File: config.mk
export PLATFORM = sky130hd
export DESIGN_NAME = acksw_front
export DESIGN_NICKNAME = d
export VERILOG_FILES = /design/src/acksw_pkg.sv /design/src/acksw_front.sv
export SDC_FILE = /design/constraint.sdc
export NUM_CORES = 1
export LEC_CHECK = 0
export BUFFER_PORTS_ARGS = -buffer_cell sky130_fd_sc_hd__buf_2
export CORE_ASPECT_RATIO = 1.25
export CORE_MARGIN = 4
export CORE_UTILIZATION = 46
export DETAILED_ROUTE_END_ITERATION = 10
export GPL_TIMING_DRIVEN = 0
export MAX_ROUTING_LAYER = met4
export PLACE_DENSITY = 0.68
export SLEW_MARGIN = 20
export SYNTH_ARGS = -nofsm -noshare
export SYNTH_HDL_FRONTEND = slang
export SYNTH_SLANG_ARGS = --single-unit
File: constraint.sdc
create_clock -name clock -period 14 [get_ports clock]
set_input_delay 0.7 -clock clock [delete_from_list [all_inputs] [get_ports clock]]
set_output_delay 0.7 -clock clock [all_outputs]
set_load 0.05 [all_outputs]
File: src/acksw_pkg.sv
// Shared types, constants and the CORDIC angle table for the six-wheel steering block.
// Used by every module of the block; depends on nothing.
package acksw_pkg;

   localparam int FRAC_BITS   = 16;
   localparam int ITERATIONS  = 16;
   localparam int ATAN_LEN    = 24;

   // CORDIC datapath widths (Q16 millimetres and Q16 radians).
   localparam int CX_W        = 38;
   localparam int CZ_W        = 20;
   localparam int THETA_W     = 17;

   // Shared restoring divider geometry.
   localparam int DIV_NUM_W   = 54;
   localparam int DIV_DEN_W   = 35;
   localparam int DIV_QB      = 35;
   localparam int DIV_LAT     = DIV_QB + 1;

   // Back end pipeline depth, from the rotation CORDIC to the speed stage.
   localparam int BACK_STAGES = ITERATIONS + 1 + DIV_LAT + 1 + ITERATIONS + 1
                                + DIV_LAT + 1 + 1;

   localparam int FIFO_DEPTH  = 4;
   localparam int FIFO_AW     = 2;

   localparam int RSP_W       = 112;

   localparam logic [24:0] DEG_Q30          = 25'd18740330;
   localparam logic [25:0] RAD_TO_16DEG_Q16 = 26'd60078979;
   localparam logic [29:0] INV_GAIN_Q30     = 30'd652032874;
   localparam logic [34:0] R_MAX            = 35'h4_0000_0000;
   localparam logic [34:0] RATIO_SAT        = 35'd134217728;
   localparam logic [10:0] ANGLE_MAX        = 11'd1440;
   localparam logic [9:0]  SPEED_MAX        = 10'd1023;
   localparam logic [6:0]  STEER_MIN        = 7'd1;
   localparam logic [6:0]  STEER_MAX        = 7'd89;

   // Register indexes of the configuration port.
   localparam logic [2:0] CSR_TRACK_WIDTH   = 3'd0;
   localparam logic [2:0] CSR_FRONT_LENGTH  = 3'd1;
   localparam logic [2:0] CSR_REAR_LENGTH   = 3'd2;
   localparam logic [2:0] CSR_STRAIGHT_BAND = 3'd3;
   localparam logic [2:0] CSR_STEER_LIMIT   = 3'd4;
   localparam logic [2:0] CSR_LEFT_FORWARD  = 3'd5;

   localparam logic [10:0] RST_TRACK_WIDTH   = 11'd537;
   localparam logic [10:0] RST_FRONT_LENGTH  = 11'd302;
   localparam logic [10:0] RST_REAR_LENGTH   = 11'd278;
   localparam logic [6:0]  RST_STRAIGHT_BAND = 7'd10;
   localparam logic [6:0]  RST_STEER_LIMIT   = 7'd80;
   localparam logic        RST_LEFT_FORWARD  = 1'b1;

   // atan(2^-i) in Q30, truncated.
   localparam logic [29:0] ATAN_Q30 [ATAN_LEN] = '{
      30'd843314856, 30'd497837829, 30'd263043836, 30'd133525158, 30'd67021686,
      30'd33543515, 30'd16775850, 30'd8388437, 30'd4194282, 30'd2097149,
      30'd1048575, 30'd524287, 30'd262143, 30'd131071, 30'd65535, 30'd32767,
      30'd16383, 30'd8191, 30'd4095, 30'd2047, 30'd1023, 30'd511, 30'd255, 30'd127
   };

   typedef struct packed {
      logic [10:0] track_width;
      logic [10:0] front_length;
      logic [10:0] rear_length;
      logic [6:0]  straight_band;
      logic [6:0]  steer_limit;
      logic        left_forward;
   } cfg_type;

   typedef struct packed {
      logic [7:0]         drive;
      logic               turn;
      logic               left;
      logic [THETA_W-1:0] theta;
   } item_type;

   typedef struct packed {
      logic [7:0] drive;
      logic       turn;
      logic       left;
   } ctrl_type;

   // Table angle rounded to Q(FRAC_BITS).
   function automatic logic signed [CZ_W-1:0] atan_step(input int idx);
      logic [30:0] t;
      t = {1'b0, ATAN_Q30[idx]} + 31'(1 << (29 - FRAC_BITS));
      return CZ_W'(t >> (30 - FRAC_BITS));
   endfunction

endpackage

File: src/acksw_front.sv
// Front end: takes a request, decides straight, right or left and works out the
// clamped steering angle in Q16 radians. Depends on acksw_pkg.
module acksw_front (
   input  logic               clock,
   input  logic               reset,
   input  acksw_pkg::cfg_type cfg,
   input  logic               req_valid,
   input  logic [15:0]        req_data,
   output logic               req_ready,
   output logic               out_valid,
   output acksw_pkg::item_type out_item,
   input  logic               out_ready
);

   logic                  valid_ff, valid_in;
   acksw_pkg::item_type   item_ff, item_in;
   logic signed [8:0]     ang, band, neg_band;
   logic [7:0]            mag_abs;
   logic [6:0]            lim, mag;
   logic [31:0]           theta_prod;

   assign req_ready = !valid_ff || out_ready;
   assign out_valid = valid_ff;
   assign out_item  = item_ff;

   always_comb begin
      ang      = {req_data[15], req_data[15:8]};
      band     = {2'b00, cfg.straight_band};
      neg_band = 9'sd0 - band;
      mag_abs  = ang[8] ? 8'(9'd0 - ang) : ang[7:0];
      if (cfg.steer_limit < acksw_pkg::STEER_MIN) begin
         lim = acksw_pkg::STEER_MIN;
      end else if (cfg.steer_limit > acksw_pkg::STEER_MAX) begin
         lim = acksw_pkg::STEER_MAX;
      end else begin
         lim = cfg.steer_limit;
      end
      mag = (mag_abs > {1'b0, lim}) ? lim : mag_abs[6:0];
      theta_prod = 32'(mag) * 32'(acksw_pkg::DEG_Q30);
      item_in.drive = req_data[7:0];
      item_in.turn  = (ang > band) || (ang < neg_band);
      item_in.left  = ang < neg_band;
      item_in.theta = acksw_pkg::THETA_W'((theta_prod + 32'(1 << (29 - acksw_pkg::FRAC_BITS)))
                                          >> (30 - acksw_pkg::FRAC_BITS));
      valid_in = req_valid ? 1'b1 : (out_ready ? 1'b0 : valid_ff);
      if (!req_ready) begin
         valid_in = valid_ff;
      end
   end

   always_ff @(posedge clock) begin
      if (reset) begin
         valid_ff <= 1'b0;
      end else begin
         valid_ff <= valid_in;
      end
   end

   always_ff @(posedge clock) begin
      if (req_valid && req_ready) begin
         item_ff <= item_in;
      end
   end

endmodule

==> impl_metrics.toml <==
[synth]
ys_types = 67
netlist_instances = 563
yosysSeqAreaShare_pct = 16.2
synthArstFlopShare_pct = 0
synth_most_common_cell = "ha_1"
synthTopCellsByArea = "ha_1 22%, edfxtp_1 16%, fa_1 14%, inv_1 5.8%, a21oi_1 2.9%"
yosys_warnings = 0
ys.flop_type = "edfxtp_1"
avgSynthCellArea_sq_um = 9.09
syn-num-nets = 755
synth-seq-cells = 28
synth.cell_area_sq_um = 5120
yosysTopAreaCellShare_pct = 21.8
synth_edf_count = 27
yosys-top-cells-count = "89 x ha_1, 79 x inv_1, 39 x nand2_1"
synth_top_cell_by_area = "ha_1"

[outcome]
status = "completed"

[route]
wl_microns = 12300
vias_per_cell = 5.63
routedWlPerCell_microns = 16.1
num_vias = 4288
drt_iter0_markers = 196
drtPass1Iterations = 4
ant_nets = 0
post-route-drc-count = 0

[clock_network]
clk_latency_ns = 0.27
cts_num_sinks = 28
cts.clk_slew.worst_paths_ns = 0.07
numCtsBuffers = 3
cts_buffer_depth = 2
cts_setup_buffers = 0
htreeDepth = 1
post_cts_resized = 0
clockRootBuffer = "clkbuf_16"
cts_tree = "done"
ctsHoldBuffers = 0

[global_route]
antenna_found_initial = 0
grt_max_degree = 28
grt_pass1_vias = 4470
overflow = 0
grt_pass1_wl_microns = 20300
gr-usage-all-layers_pct = 19.8

[sta]
post-route-period-util_pct = 64.7
worst_pin_slew_ns = 1.01
period_minus_slack_ns = 9.06
slew_headroom_pct = 32.1
clock-skew-final_ns = 0.00489
rsz0062_at_grt = "false"
fmax_mhz = 110
final-setup-viol-count = 0
finalHoldViolations = 0
timing.setup.tns_ns = 0
maxSlewViolCount = 0

[floorplan]
die_x_microns = 102
chipHeight_microns = 126
dieArea_sq_um = 12900
coreArea_sq_um = 10700
ioPinCount = 97
start_util_pct = 47.7
std_cell_rows = 42

[finish]
nNetsFinal = 823
area_growth_pct = 11.3
diodes = 0
drive_above_1_share_pct = 15.9

[critical_path]
reg2reg_from = "out_valid"
slowest_delay_ns = 0.79
reg2reg_slack_ns = 12.67
cp.arrival_ns = 9.07
rr_worst_depth = 2
start_kind = "input port"
worstPathRequired_ns = 14.01
rr_endpoint = "out_item[10]"
worstSetupStartpoint = "req_data[9]"
endpoint = "out_item[16]"
end_kind = "flop"
path_max_fanout = 10
crit_type = "in2reg"
slowest_stage = "mux2i_1"

[job]
drv_cap = 0

[placement]
gp_congestion = 0.964
dpl.hpwl_microns = 10800
port_buffers = 62

[worst_hold_path]
min_path_type = "reg2reg"
[critical path, delay by kind of cell]
family                   cells  cell delay [ns]
buffers and inverters        4             0.91
multiplexers                 1             0.79
XOR/XNOR                     3             0.86
AND/OR/NAND/NOR             11             2.33
AO/OA/AOI/OAI                4             0.87
adder cells (fa/ha/maj)      6             2.58
[how the worst min path moves through the flow]
stage | startpoint | to | slack [ns] | depth (start not counted)
after global placement | out_valid | out_valid | 0.48 | 2
after global routing | out_valid | out_valid | 0.54 | 2
after detailed placement | out_valid | out_valid | 0.51 | 2
after CTS | out_valid | out_valid | 0.52 | 2
final | out_valid | out_valid | 0.51 | 2
after floorplan | reset | out_valid | 0.77 | 1
[layout by cell type (no fill, tap or decap), types with 12 or more instances in the layout]
cell	n
a21o_1	15
a21oi_1	30
buf_2	64
edfxtp_1	27
fa_1	35
ha_1	89
inv_1	79
nand2_1	39
nand3_1	19
nor2_1	26
nor2b_1	12
o21ai_0	24
xnor2_1	17
xor2_1	13
[registers in the layout, summed over array words and instances, names as in the netlist]
name       count
out_valid      1
out_item      27
[per-stage QoR]
stage | std cells | area [sq um] | util, % | setup slack [ns] | hold WS (ns)
after floorplan | 563 | 5120 | - | 5.96 | 0.769
after global placement | 757 | 5590 | 52.2 | 4.45 | 0.484
after detailed placement | 758 | 5610 | 52.3 | 4.69 | 0.509
after CTS | 762 | 5700 | 53.1 | 4.92 | 0.518
after global routing | 762 | 5700 | 53.1 | 4.31 | 0.544
final | 762 | 5700 | 53.1 | 4.94 | 0.512
[logic make-up after synthesis]
logic type	synth area share [%]
AND/OR/NAND/NOR	19.5
adder cells (fa/ha/maj)	35.5
AO/OA/AOI/OAI	16.2
buffers and inverters	6.28
XOR/XNOR	5.14
flip-flops	16.2
multiplexers	1.22
[per-layer routing]
| metal | vias up | part of all wire [%] | global-route usage [%] |
|---|---|---|---|
| met4 | 0 | 2.7 | 5.95 |
| li1 | 2135 | - | - |
| met5 | - | 0 | - |
| met2 | 116 | 53 | 36.9 |
| met1 | 2012 | 40 | 22.1 |
| met3 | 25 | 4.0 | 1.33 |
[area by class of cell]
type	instances	area, sq um
Multi-Input combinational cell	450	3970
Sequential cell	28	831
Inverter	79	297
Timing Repair Buffer	63	322
Buffer	6	25.0
Tap cell	132	165
Fill cell	1029	5020
Clock buffer	4	88.8
Power is not shown: default switching activity piles up to over one toggle a cycle in this logic, so the estimate is an artifact.
