[config.mk]
export PLATFORM = sky130hd
export DESIGN_NAME = acksw_fifo
export DESIGN_NICKNAME = d
export VERILOG_FILES = /design/src/acksw_pkg.sv /design/src/acksw_fifo.sv
export SDC_FILE = /design/constraint.sdc
export NUM_CORES = 1
export LEC_CHECK = 0
export ABC_AREA = 1
export BUFFER_PORTS_ARGS = -buffer_cell sky130_fd_sc_hd__buf_4
export CAP_MARGIN = 40
export CORE_UTILIZATION = 50
export CTS_BUF_LIST = sky130_fd_sc_hd__clkbuf_8
export DETAILED_ROUTE_END_ITERATION = 16
export PLACE_DENSITY = 0.71
export SETUP_SLACK_MARGIN = 0.05
export SLEW_MARGIN = 15
export SYNTH_ARGS = -nofsm -noshare
export SYNTH_HDL_FRONTEND = slang
export SYNTH_SLANG_ARGS = --single-unit
[constraint.sdc]
create_clock -name clock -period 5.32 [get_ports clock]
set_input_delay 0 -clock clock [delete_from_list [all_inputs] [get_ports clock]]
set_output_delay 0 -clock clock [all_outputs]
set_load 0.005 [all_outputs]
[src/acksw_pkg.sv]
// Shared types, constants and the CORDIC angle table for the six-wheel steering block.
// Used by every module of the block; depends on nothing.
package acksw_pkg;

   localparam int FRAC_BITS   = 16;
   localparam int ITERATIONS  = 16;
   localparam int ATAN_LEN    = 24;

   // CORDIC datapath widths (Q16 millimetres and Q16 radians).
   localparam int CX_W        = 38;
   localparam int CZ_W        = 20;
   localparam int THETA_W     = 17;

   // Shared restoring divider geometry.
   localparam int DIV_NUM_W   = 54;
   localparam int DIV_DEN_W   = 35;
   localparam int DIV_QB      = 35;
   localparam int DIV_LAT     = DIV_QB + 1;

   // Back end pipeline depth, from the rotation CORDIC to the speed stage.
   localparam int BACK_STAGES = ITERATIONS + 1 + DIV_LAT + 1 + ITERATIONS + 1
                                + DIV_LAT + 1 + 1;

   localparam int FIFO_DEPTH  = 4;
   localparam int FIFO_AW     = 2;

   localparam int RSP_W       = 112;

   localparam logic [24:0] DEG_Q30          = 25'd18740330;
   localparam logic [25:0] RAD_TO_16DEG_Q16 = 26'd60078979;
   localparam logic [29:0] INV_GAIN_Q30     = 30'd652032874;
   localparam logic [34:0] R_MAX            = 35'h4_0000_0000;
   localparam logic [34:0] RATIO_SAT        = 35'd134217728;
   localparam logic [10:0] ANGLE_MAX        = 11'd1440;
   localparam logic [9:0]  SPEED_MAX        = 10'd1023;
   localparam logic [6:0]  STEER_MIN        = 7'd1;
   localparam logic [6:0]  STEER_MAX        = 7'd89;

   // Register indexes of the configuration port.
   localparam logic [2:0] CSR_TRACK_WIDTH   = 3'd0;
   localparam logic [2:0] CSR_FRONT_LENGTH  = 3'd1;
   localparam logic [2:0] CSR_REAR_LENGTH   = 3'd2;
   localparam logic [2:0] CSR_STRAIGHT_BAND = 3'd3;
   localparam logic [2:0] CSR_STEER_LIMIT   = 3'd4;
   localparam logic [2:0] CSR_LEFT_FORWARD  = 3'd5;

   localparam logic [10:0] RST_TRACK_WIDTH   = 11'd537;
   localparam logic [10:0] RST_FRONT_LENGTH  = 11'd302;
   localparam logic [10:0] RST_REAR_LENGTH   = 11'd278;
   localparam logic [6:0]  RST_STRAIGHT_BAND = 7'd10;
   localparam logic [6:0]  RST_STEER_LIMIT   = 7'd80;
   localparam logic        RST_LEFT_FORWARD  = 1'b1;

   // atan(2^-i) in Q30, truncated.
   localparam logic [29:0] ATAN_Q30 [ATAN_LEN] = '{
      30'd843314856, 30'd497837829, 30'd263043836, 30'd133525158, 30'd67021686,
      30'd33543515, 30'd16775850, 30'd8388437, 30'd4194282, 30'd2097149,
      30'd1048575, 30'd524287, 30'd262143, 30'd131071, 30'd65535, 30'd32767,
      30'd16383, 30'd8191, 30'd4095, 30'd2047, 30'd1023, 30'd511, 30'd255, 30'd127
   };

   typedef struct packed {
      logic [10:0] track_width;
      logic [10:0] front_length;
      logic [10:0] rear_length;
      logic [6:0]  straight_band;
      logic [6:0]  steer_limit;
      logic        left_forward;
   } cfg_type;

   typedef struct packed {
      logic [7:0]         drive;
      logic               turn;
      logic               left;
      logic [THETA_W-1:0] theta;
   } item_type;

   typedef struct packed {
      logic [7:0] drive;
      logic       turn;
      logic       left;
   } ctrl_type;

   // Table angle rounded to Q(FRAC_BITS).
   function automatic logic signed [CZ_W-1:0] atan_step(input int idx);
      logic [30:0] t;
      t = {1'b0, ATAN_Q30[idx]} + 31'(1 << (29 - FRAC_BITS));
      return CZ_W'(t >> (30 - FRAC_BITS));
   endfunction

endpackage

[src/acksw_fifo.sv]
// Short request queue between the front end and the back end pipeline.
// Depends on acksw_pkg for the item type and depth.
module acksw_fifo (
   input  logic                clock,
   input  logic                reset,
   input  logic                push_valid,
   input  acksw_pkg::item_type push_item,
   output logic                push_ready,
   output logic                pop_valid,
   output acksw_pkg::item_type pop_item,
   input  logic                pop_ready
);

   acksw_pkg::item_type              mem_ff [acksw_pkg::FIFO_DEPTH];
   logic [acksw_pkg::FIFO_AW-1:0]    wr_ptr_ff, wr_ptr_in, rd_ptr_ff, rd_ptr_in;
   logic [acksw_pkg::FIFO_AW:0]      count_ff, count_in;
   logic                             do_push, do_pop;

   assign push_ready = count_ff != (acksw_pkg::FIFO_AW + 1)'(acksw_pkg::FIFO_DEPTH);
   assign pop_valid  = count_ff != '0;
   assign pop_item   = mem_ff[rd_ptr_ff];
   assign do_push    = push_valid && push_ready;
   assign do_pop     = pop_valid && pop_ready;

   always_comb begin
      wr_ptr_in = do_push ? wr_ptr_ff + 1'b1 : wr_ptr_ff;
      rd_ptr_in = do_pop ? rd_ptr_ff + 1'b1 : rd_ptr_ff;
      count_in  = count_ff;
      if (do_push && !do_pop) begin
         count_in = count_ff + 1'b1;
      end else if (do_pop && !do_push) begin
         count_in = count_ff - 1'b1;
      end
   end

   always_ff @(posedge clock) begin
      if (reset) begin
         wr_ptr_ff <= '0;
         rd_ptr_ff <= '0;
         count_ff  <= '0;
      end else begin
         wr_ptr_ff <= wr_ptr_in;
         rd_ptr_ff <= rd_ptr_in;
         count_ff  <= count_in;
      end
   end

   always_ff @(posedge clock) begin
      if (do_push) begin
         mem_ff[wr_ptr_ff] <= push_item;
      end
   end

endmodule

==> results_dict.tcl <==
set metrics [dict create \
    status "complete, no violations" \
    cts_buffer_depth 2 \
    internal-power_w 0.00183 \
    grt_pass1_wl_mm 13.5 \
    seqPwrFrac_pct 45.7 \
    synth.largest_area_cell "sky130_fd_sc_hd__edfxtp_1" \
    finalSetupViolCount 0 \
    maxSlewViolCount 0 \
    yosys.area_share.simple_pct 7.73 \
    design_area_um2 5780 \
    estimated_wirelength_of_the_detail_placed_design_mm 5.11 \
    netlist_instances 329 \
    synth_fp_nets 366 \
    drt.antenna.violating_nets 0 \
    compound_gate_portion_of_the_synthesized_area_pct 10.1 \
    slew_headroom_pct 42.2 \
    total_leakage_power_nw 2.11 \
    finalNetCount 463 \
    ir_drop_mv 0.244 \
    gr-total-overflow 0 \
    die_width_um 97.3 \
    clkPwrFrac_pct 28.0 \
    worstHoldPathType "primary input to register" \
    fill_cells 622 \
    synth.yosys.seq_area_share_pct 75.3 \
    post-synth-top-area-fraction_pct 71.3 \
    ys.warnings.count 0 \
    finalHoldViolCount 0 \
    cts_num_sinks 117 \
    portBuffers 59 \
    grt_antenna_before_repair 0 \
    die_area_um2 9480 \
    crit_type "register to register" \
    syn_area_per_cell_um2 13.8 \
    max_clock_freq_mhz 510 \
    cts_htree_levels 4 \
    die_h_um 97.3 \
    worstPathMaxFanout 5 \
    antenna_cells 0 \
    power_frac_comb_pct 26.2 \
    vias 2876 \
    largest_net_degree_at_the_start_of_global_routing 55 \
    areaGrowthSynthToFinish_pct 27.2 \
    global_route.usage.total_pct 19.0 \
    drt_pre_antenna_iters 4 \
    post_dp_cell_area_um2 5120 \
    setup-tns-final_ns 0 \
    clkTransAtPathRegs_ns 0.06 \
    io_pins 60 \
    gp_routability_congestion 0.748 \
    final_layout_size_suffix_gt1_share_pct 23.7 \
    avgRoutedWirePerCell_um 15.5 \
    grt_pass1_vias 2748 \
    power_switching_w 0.000735 \
    worst_path_required_time_ns 5.63 \
    power-per-cell-area_nw_per_um2 443 \
    synth_adder_area_share_pct 1.82 \
    timing.clock.skew_ns 0.00590 \
    multi_input_comb_area_um2 932 \
    worst_slew_pin_slew_ns 0.864 \
    critPathCaptureType "register" \
    tritoncts.num_buffers 17 \
    maxCapViolations 0 \
    tritoncts_clock_tree "built" \
    synth_top_cells_by_area "sky130_fd_sc_hd__edfxtp_1 (71%), sky130_fd_sc_hd__nor2_1 (5.5%), sky130_fd_sc_hd__dfxtp_1 (4.0%)" \
    post-cts-setup-buffers 0 \
    arrival_ns 2.27 \
    share_of_the_cycle_needed_by_the_critical_path_after_routing_pct 36.8 \
    main_combinational_cell_family_by_area_after_synthesis "compound AO/OA/AOI/OAI gates" \
    drt_iter0_markers 147 \
    drcViolationCount 0 \
    fp-row-count 34 \
    netlist_area_um2 4550 \
    yosys.area_share.xor_xnor_pct 0.193 \
    clk_root_buffer_cell "sky130_fd_sc_hd__clkbuf_8" \
    detail_route.vias_per_cell 5.26 \
    core_region_area_um2 8760 \
    final-seq-area_um2 3420 \
    hold-path-cell-count 2 \
    detail_route.wirelength_mm 8.49 \
    power.switching_fraction_pct 28.7 \
    postSynthRegisterBits 117 \
    grt_setup_unrepaired "no" \
    critPathLaunchType "register" \
    initial_utilization_pct 51.9 \
    r2r_cells 9 \
    synth.area.mux_share_pct 0 \
    clkLatencyLatePin_ns 0.42 \
    post_synth_num_cell_types 22 \
    tmin_final_ns 1.96 \
]
==> area by class of cell <==
type                    instances  area share, %
flip-flops and latches        117           59.2
inverters                      16           1.26
well taps                     108           2.34
clock inverters                15           2.10
multi-input cells             180           16.1
clock buffers                  17           4.05
repair buffers                 94           14.9
==> metrics by stage <==
step                      instances  utilization (%)  hold slack, ns  setup WS, ns  total power, W
after global routing            547             66.0           0.302          3.18         0.00270
after floorplan                 329                -          0.0691          3.13         0.00157
after CTS                       547             66.0           0.293          3.33         0.00258
final                           547             66.0           0.324          3.36         0.00256
after detailed placement        485             58.5           0.203          3.36         0.00185
after global placement          480             57.1           0.198          3.39         0.00180
==> state kept, by name, indices dropped and copies added (netlist names), named ones only <==
register,cells
count_ff,3
mem_ff,108
rd_ptr_ff,2
wr_ptr_ff,2
==> critical path: stages, from the launching register on <==
cell                      delay, ns
sky130_fd_sc_hd__dfxtp_1       0.34
sky130_fd_sc_hd__nor2_2        0.16
sky130_fd_sc_hd__nand2_2       0.10
sky130_fd_sc_hd__nand2_2       0.21
sky130_fd_sc_hd__inv_2         0.08
sky130_fd_sc_hd__ha_1          0.21
sky130_fd_sc_hd__inv_1         0.08
sky130_fd_sc_hd__fa_1          0.41
sky130_fd_sc_hd__o21ai_0       0.19
sky130_fd_sc_hd__nor2_1        0.06
==> cells in the mapped netlist, drive strengths merged <==
cell,number
nor2,68
ha,5
clkbuf,2
dfxtp,9
xor2,1
nand3,4
nand2,15
inv,15
clkinv,1
o22ai,27
o21ai,55
fa,1
buf,14
a21oi,3
edfxtp,108
nand3b,1
==> layer usage <==
metal	global-route usage, %	up-vias	share of wire [%]	wire (µm)
li1	-	1397	-	-
met1	22.9	1380	43	3650
met2	31.6	76	50	4280
met3	5.18	23	4.6	387
met4	9.84	0	2.0	170
met5	0	-	0	0
==> power by group through the flow <==
stage / combinational, W / clock (W) / sequential, W
final: 0.000672 / 0.000718 / 0.00117
after global routing: 0.000745 / 0.000769 / 0.00118
after CTS: 0.000678 / 0.000731 / 0.00117
after detailed placement: 0.000658 / 0 / 0.00119
after global placement: 0.000577 / 0 / 0.00122
after floorplan: 0.000400 / 0 / 0.00117
==> cell families (layout without fill, tap and decap cells) <==
kind of cell,count (synthesis),after routing
AO/OA/AOI/OAI,85,85
buffers and inverters,32,142
XOR/XNOR,1,1
adder cells (fa/ha/maj),6,6
flip-flops,117,117
AND/OR/NAND/NOR,88,88
==> what timing repair did <==
item,CTS,global route
gates resized for setup,0,0
hold endpoints to repair,117,0
hold buffers,30,0
setup endpoints to repair,0,0
==> final timing paths <==
kind / startpoint / endpoint / slack (ns)
max: count_ff[1]$_SDFFE_PP0P_ / count_ff[1]$_SDFFE_PP0P_ / 3.36
min: push_item[25] / mem_ff[1][25]$_DFFE_PP_ / 0.32
max reg2reg: count_ff[1]$_SDFFE_PP0P_ / count_ff[1]$_SDFFE_PP0P_ / 3.36
min reg2reg: rd_ptr_ff[0]$_SDFFE_PP0P_ / rd_ptr_ff[0]$_SDFFE_PP0P_ / 0.51
==> placed cells by master (no fill, tap or decap), types with 5 or more instances in the layout <==
cell                            instances
sky130_fd_sc_hd__inv_1                 14
sky130_fd_sc_hd__clkbuf_8              17
sky130_fd_sc_hd__nor2_1                63
sky130_fd_sc_hd__nand2_1               11
sky130_fd_sc_hd__dfxtp_1                8
sky130_fd_sc_hd__o22ai_1               27
sky130_fd_sc_hd__edfxtp_1             108
sky130_fd_sc_hd__o21ai_1               23
sky130_fd_sc_hd__clkinv_2               7
sky130_fd_sc_hd__buf_4                 59
sky130_fd_sc_hd__ha_1                   5
sky130_fd_sc_hd__dlygate4sd3_1         30
sky130_fd_sc_hd__o21ai_0               32
(Power assumes the default switching activity.)
